File: config.mk
export PLATFORM = sky130hd
export DESIGN_NAME = onpq_ctrl
export DESIGN_NICKNAME = d
export VERILOG_FILES = /design/src/hdl/onpq_pkg.sv /design/src/hdl/onpq_ctrl.sv
export SDC_FILE = /design/constraint.sdc
export NUM_CORES = 1
export LEC_CHECK = 0
export ABC_AREA = 1
export BUFFER_PORTS_ARGS = -buffer_cell sky130_fd_sc_hd__buf_2
export CAP_MARGIN = 20
export CORE_AREA = 2 2 39 41
export DETAILED_ROUTE_END_ITERATION = 12
export DIE_AREA = 0 0 41 43
export PLACE_DENSITY_LB_ADDON = 0.1
export SLEW_MARGIN = 20
export SYNTH_ARGS = -nofsm -noshare
export SYNTH_HDL_FRONTEND = slang
export SYNTH_SLANG_ARGS = --single-unit
File: constraint.sdc
create_clock -name clk -period 0.9 [get_ports clk]
set_input_delay 0.135 -clock clk [delete_from_list [all_inputs] [get_ports clk]]
set_output_delay 0.135 -clock clk [all_outputs]
set_load 0.005 [all_outputs]
File: src/hdl/onpq_pkg.sv
`timescale 1ns / 1ps
`default_nettype none

package onpq_pkg;

  localparam int HANDLE_W = 16;
  localparam int KEY_W    = 31;
  localparam int DEPTH_W  = 8;
  localparam int MODE_W   = 2;

  localparam logic [MODE_W-1:0] MODE_STACK = 2'd0;
  localparam logic [MODE_W-1:0] MODE_LB    = 2'd1;
  localparam logic [MODE_W-1:0] MODE_DEPTH = 2'd2;
  localparam logic [MODE_W-1:0] MODE_RESET = MODE_LB;

  localparam logic KIND_INSERT = 1'b0;
  localparam logic KIND_POP    = 1'b1;

  typedef struct packed {
    logic                kind;
    logic [HANDLE_W-1:0] node_handle;
    logic [KEY_W-1:0]    lower_bound;
    logic [DEPTH_W-1:0]  node_depth;
  } item_t;

  typedef struct packed {
    logic [HANDLE_W-1:0] popped_handle;
    logic                popped_valid;
    logic [KEY_W-1:0]    head_key;
    logic                queue_empty;
    logic                insert_dropped;
    logic                pop_error;
  } result_t;

  typedef struct packed {
    logic capture;
    logic commit;
  } cmd_t;

endpackage

`default_nettype wire

File: src/hdl/onpq_ctrl.sv
`timescale 1ns / 1ps
`default_nettype none

module onpq_ctrl (
  input  wire logic          clk,
  input  wire logic          rst_n,
  input  wire logic          in_valid,
  output logic               in_ready,
  output logic               out_valid,
  input  wire logic          out_ready,
  output onpq_pkg::cmd_t     cmd
);

  typedef enum logic [1:0] {
    S_IDLE   = 2'b01,
    S_UPDATE = 2'b10
  } state_t;

  state_t state_r, state_nxt;
  logic   out_valid_r, out_valid_nxt;
  logic   commit;

  assign commit = (state_r == S_UPDATE) && (!out_valid_r || out_ready);

  always_comb begin
    state_nxt = state_r;
    case (state_r)
      S_IDLE: begin
        if (in_valid) state_nxt = S_UPDATE;
      end
      S_UPDATE: begin
        if (commit) state_nxt = S_IDLE;
      end
      default: state_nxt = S_IDLE;
    endcase
  end

  always_comb begin
    if (commit) begin
      out_valid_nxt = 1'b1;
    end else if (out_ready) begin
      out_valid_nxt = 1'b0;
    end else begin
      out_valid_nxt = out_valid_r;
    end
  end

  always_ff @(posedge clk) begin
    if (!rst_n) begin
      state_r     <= S_IDLE;
      out_valid_r <= 1'b0;
    end else begin
      state_r     <= state_nxt;
      out_valid_r <= out_valid_nxt;
    end
  end

  assign in_ready    = (state_r == S_IDLE);
  assign out_valid   = out_valid_r;
  assign cmd.capture = (state_r == S_IDLE) && in_valid;
  assign cmd.commit  = commit;

  a_one_beat_in_flight: assert property (@(posedge clk) disable iff (!rst_n)
    cmd.capture |=> !in_ready && (state_r == S_UPDATE))
    else $error("second beat taken while one is in flight");

  a_commit_sets_valid: assert property (@(posedge clk) disable iff (!rst_n)
    cmd.commit |=> out_valid)
    else $error("committed result not presented");

  a_no_overwrite: assert property (@(posedge clk) disable iff (!rst_n)
    cmd.commit |-> !out_valid_r || out_ready)
    else $error("pending result overwritten");

endmodule

`default_nettype wire

==> impl_metrics.toml <==
[status]
status = "finished with violations"
violations = "setup timing"

[grt]
grt_pass1_wl_um = 545
grt.overflow.total = 0
grt_max_degree = 5
antenna_found_initial = 0
grt_pass1_vias = 156
grt_usage_pct = 5.41

[clock_network]
cts_buffers = 3
cts_root_buf = "clkbuf_4"
cts_tree = "built"
clk_latency_ns = 0.23
htreeDepth = 1
clk_pin_slew_ns = 0.04
clk_path_buf_depth = 2
cts_sinks = 3
ctsHoldBuffers = 0

[floorplan]
core-area_mm2 = 0.00138
io_pins = 8
die_h_um = 43
rows = 14
start_util_pct = 11.0
die_area_mm2 = 0.00176
die_width_um = 41

[place]
portBuffers = 7
placed_cell_area_um2 = 200
routabilityCongestion = 0.641
dp_hpwl_um = 260
pre_cts_slack_ns = 0.0709

[setup_path]
crit_family = "flip-flops"
cp.buffers_inverters = 1
cpPeakStageDelay_ns = 0.35
worst_ep_arrival_time_ns = 0.87
crit_type = "register to primary output"
cp-end-kind = "primary output"
cp-start-kind = "register"
cp_max_fo = 4
worst_path_max_delay_cell = "dfxtp_4"
cp.required_ns = 0.76
crit_chain = "nor3_2 > buf_2"

[sta]
fin_crit_ns = 1.00
relSlewSlack_pct = 92.2
worst_clock_skew_ns = 0.00132
drv_slew = 0
max_freq_ghz = 1.00
tightest_slew_ns = 0.116
finalHoldViolCount = 0
finalCritPeriodShare_pct = 111
report.final.setup_viol = 3
grt_setup_unrepaired = "true"
worst_slack_ns = -0.100

[synth]
syn_nets = 23
yosys_warnings = 0
synthTopCellsByArea = "dfxtp_1 (39%), inv_1 (12%), nand2_1 (7.4%), nor2_4 (7.4%), nand3_2 (6.6%)"
synth_top_cell_area_share_pct = 39.3
synth_area_um2 = 153
synthCells = 19
yosysSeqAreaShare_pct = 39.3
synth_area_per_cell_um2 = 8.03
yosysUniqueCellTypes = 11
synth_top_area_cell = "dfxtp_1"
synth_seq_cells = 3

[flow_run]
cap_violations = 0

[power]
comb_power_share_pct = 14.8
ir_worst_vdd_v = 0.000520
internal_power_mw = 0.343
power_density_mw_per_mm2 = 1620
netSwitchingFraction_pct = 23.5
total_power_mw = 0.448
power_frac_seq_pct = 33.0
power.leakage_nw = 0.131
p_clk_share_pct = 52.3
switchingPower_mw = 0.105

[route]
vias = 160
drcViolationCount = 0
drtIter0Drc = 4
firstDrtPassIters = 2
routedWlPerCell_um = 7.17
routed_wl_um = 344
via_per_inst = 3.33
antenna_left = 0

[cells_and_area]
fill_cells = 150
finalNetCount = 37
areaGrowthSynthToFinish_pct = 81.1
stdcell_area_um2 = 277
most-common-layout-cells = "buf_2 (6), nand2_1 (3), clkbuf_4 (3), buf_4 (3)"
drive_gt1_share_pct = 78.1
antennaDiodeCount = 0
layout_commonest_cell = "buf_2"

[worst_hold_path]
hold_class = "primary input to register"
[synth_stat cells]
master / number
inv_1: 5
dfxtp_1: 3
nand2_1: 3
a21oi_2: 1
buf_4: 1
nand2_2: 1
nand3_2: 1
nor2_2: 1
nor2_4: 1
nor3_1: 1
o21a_1: 1
[metal layers]
metal | vias up | global-route usage (%) | part of all wire, %
met5 | - | 0 | 0
met1 | 68 | 4.78 | 44
li1 | 80 | - | -
met4 | 0 | 10.0 | 7.6
met2 | 8 | 6.56 | 40
met3 | 4 | 1.57 | 7.6
[stage by stage]
stage / setup TNS, ns / util, % / hold WS (ns) / std cells
after CTS: -0.292 / 18.8 / 0.0875 / 47
after global routing: -0.424 / 20.0 / 0.0929 / 48
final: -0.194 / 20.0 / 0.0899 / 48
after global placement: 0 / 14.5 / 0.336 / 41
after floorplan: 0 / - / 0.204 / 19
after detailed placement: 0 / 14.5 / 0.339 / 41
[power groups by stage]
stage	Clock, mW	Sequential (mW)	Combinational [mW]
3_3_place_gp	0	0.147	0.0450
5_1_grt	0.249	0.148	0.0752
6_report	0.234	0.148	0.0662
4_1_cts	0.245	0.149	0.0559
2_1_floorplan	0	0.146	0.0251
3_5_place_dp	0	0.147	0.0455
[state kept, by name (all words and copies together), names as in the netlist]
register	count
out_valid	1
state_r	2
[logic make-up after synthesis]
group | Yosys count | share of synthesized area (%)
and+or+nand+nor | 8 | 32.8
buffers and inverters | 6 | 17.2
DFF | 3 | 39.3
AOI/OAI and AO/OA | 2 | 10.7
[final cells by class]
| type | count | area, um2 | area share (%) |
|---|---|---|---|
| multi-input combinational | 10 | 78.8 | 28.5 |
| sequential | 3 | 66.3 | 24.0 |
| timing repair buffer | 10 | 63.8 | 23.1 |
| clock buffer | 4 | 26.3 | 9.50 |
| inverter | 5 | 21.3 | 7.69 |
| tap | 16 | 20.0 | 7.24 |
[repair_timing]
action,4_1_cts,5_1_grt
setup buffers,2,1
pin swaps,1,0
gates resized for setup,8,3
endpoints found under the setup margin,3,5
[worst paths after layout]
check	from	slack (ns)	end	cells after the start
setup / recovery	state_r[0]	-0.10	cmd[0]	2
hold / removal	rst_n	0.09	state_r[0]	2
setup reg to reg	state_r[1]	0.02	state_r[0]	6
hold reg to reg	state_r[0]	0.58	state_r[1]	3
Note: power is estimated with default switching activity, not from simulation.
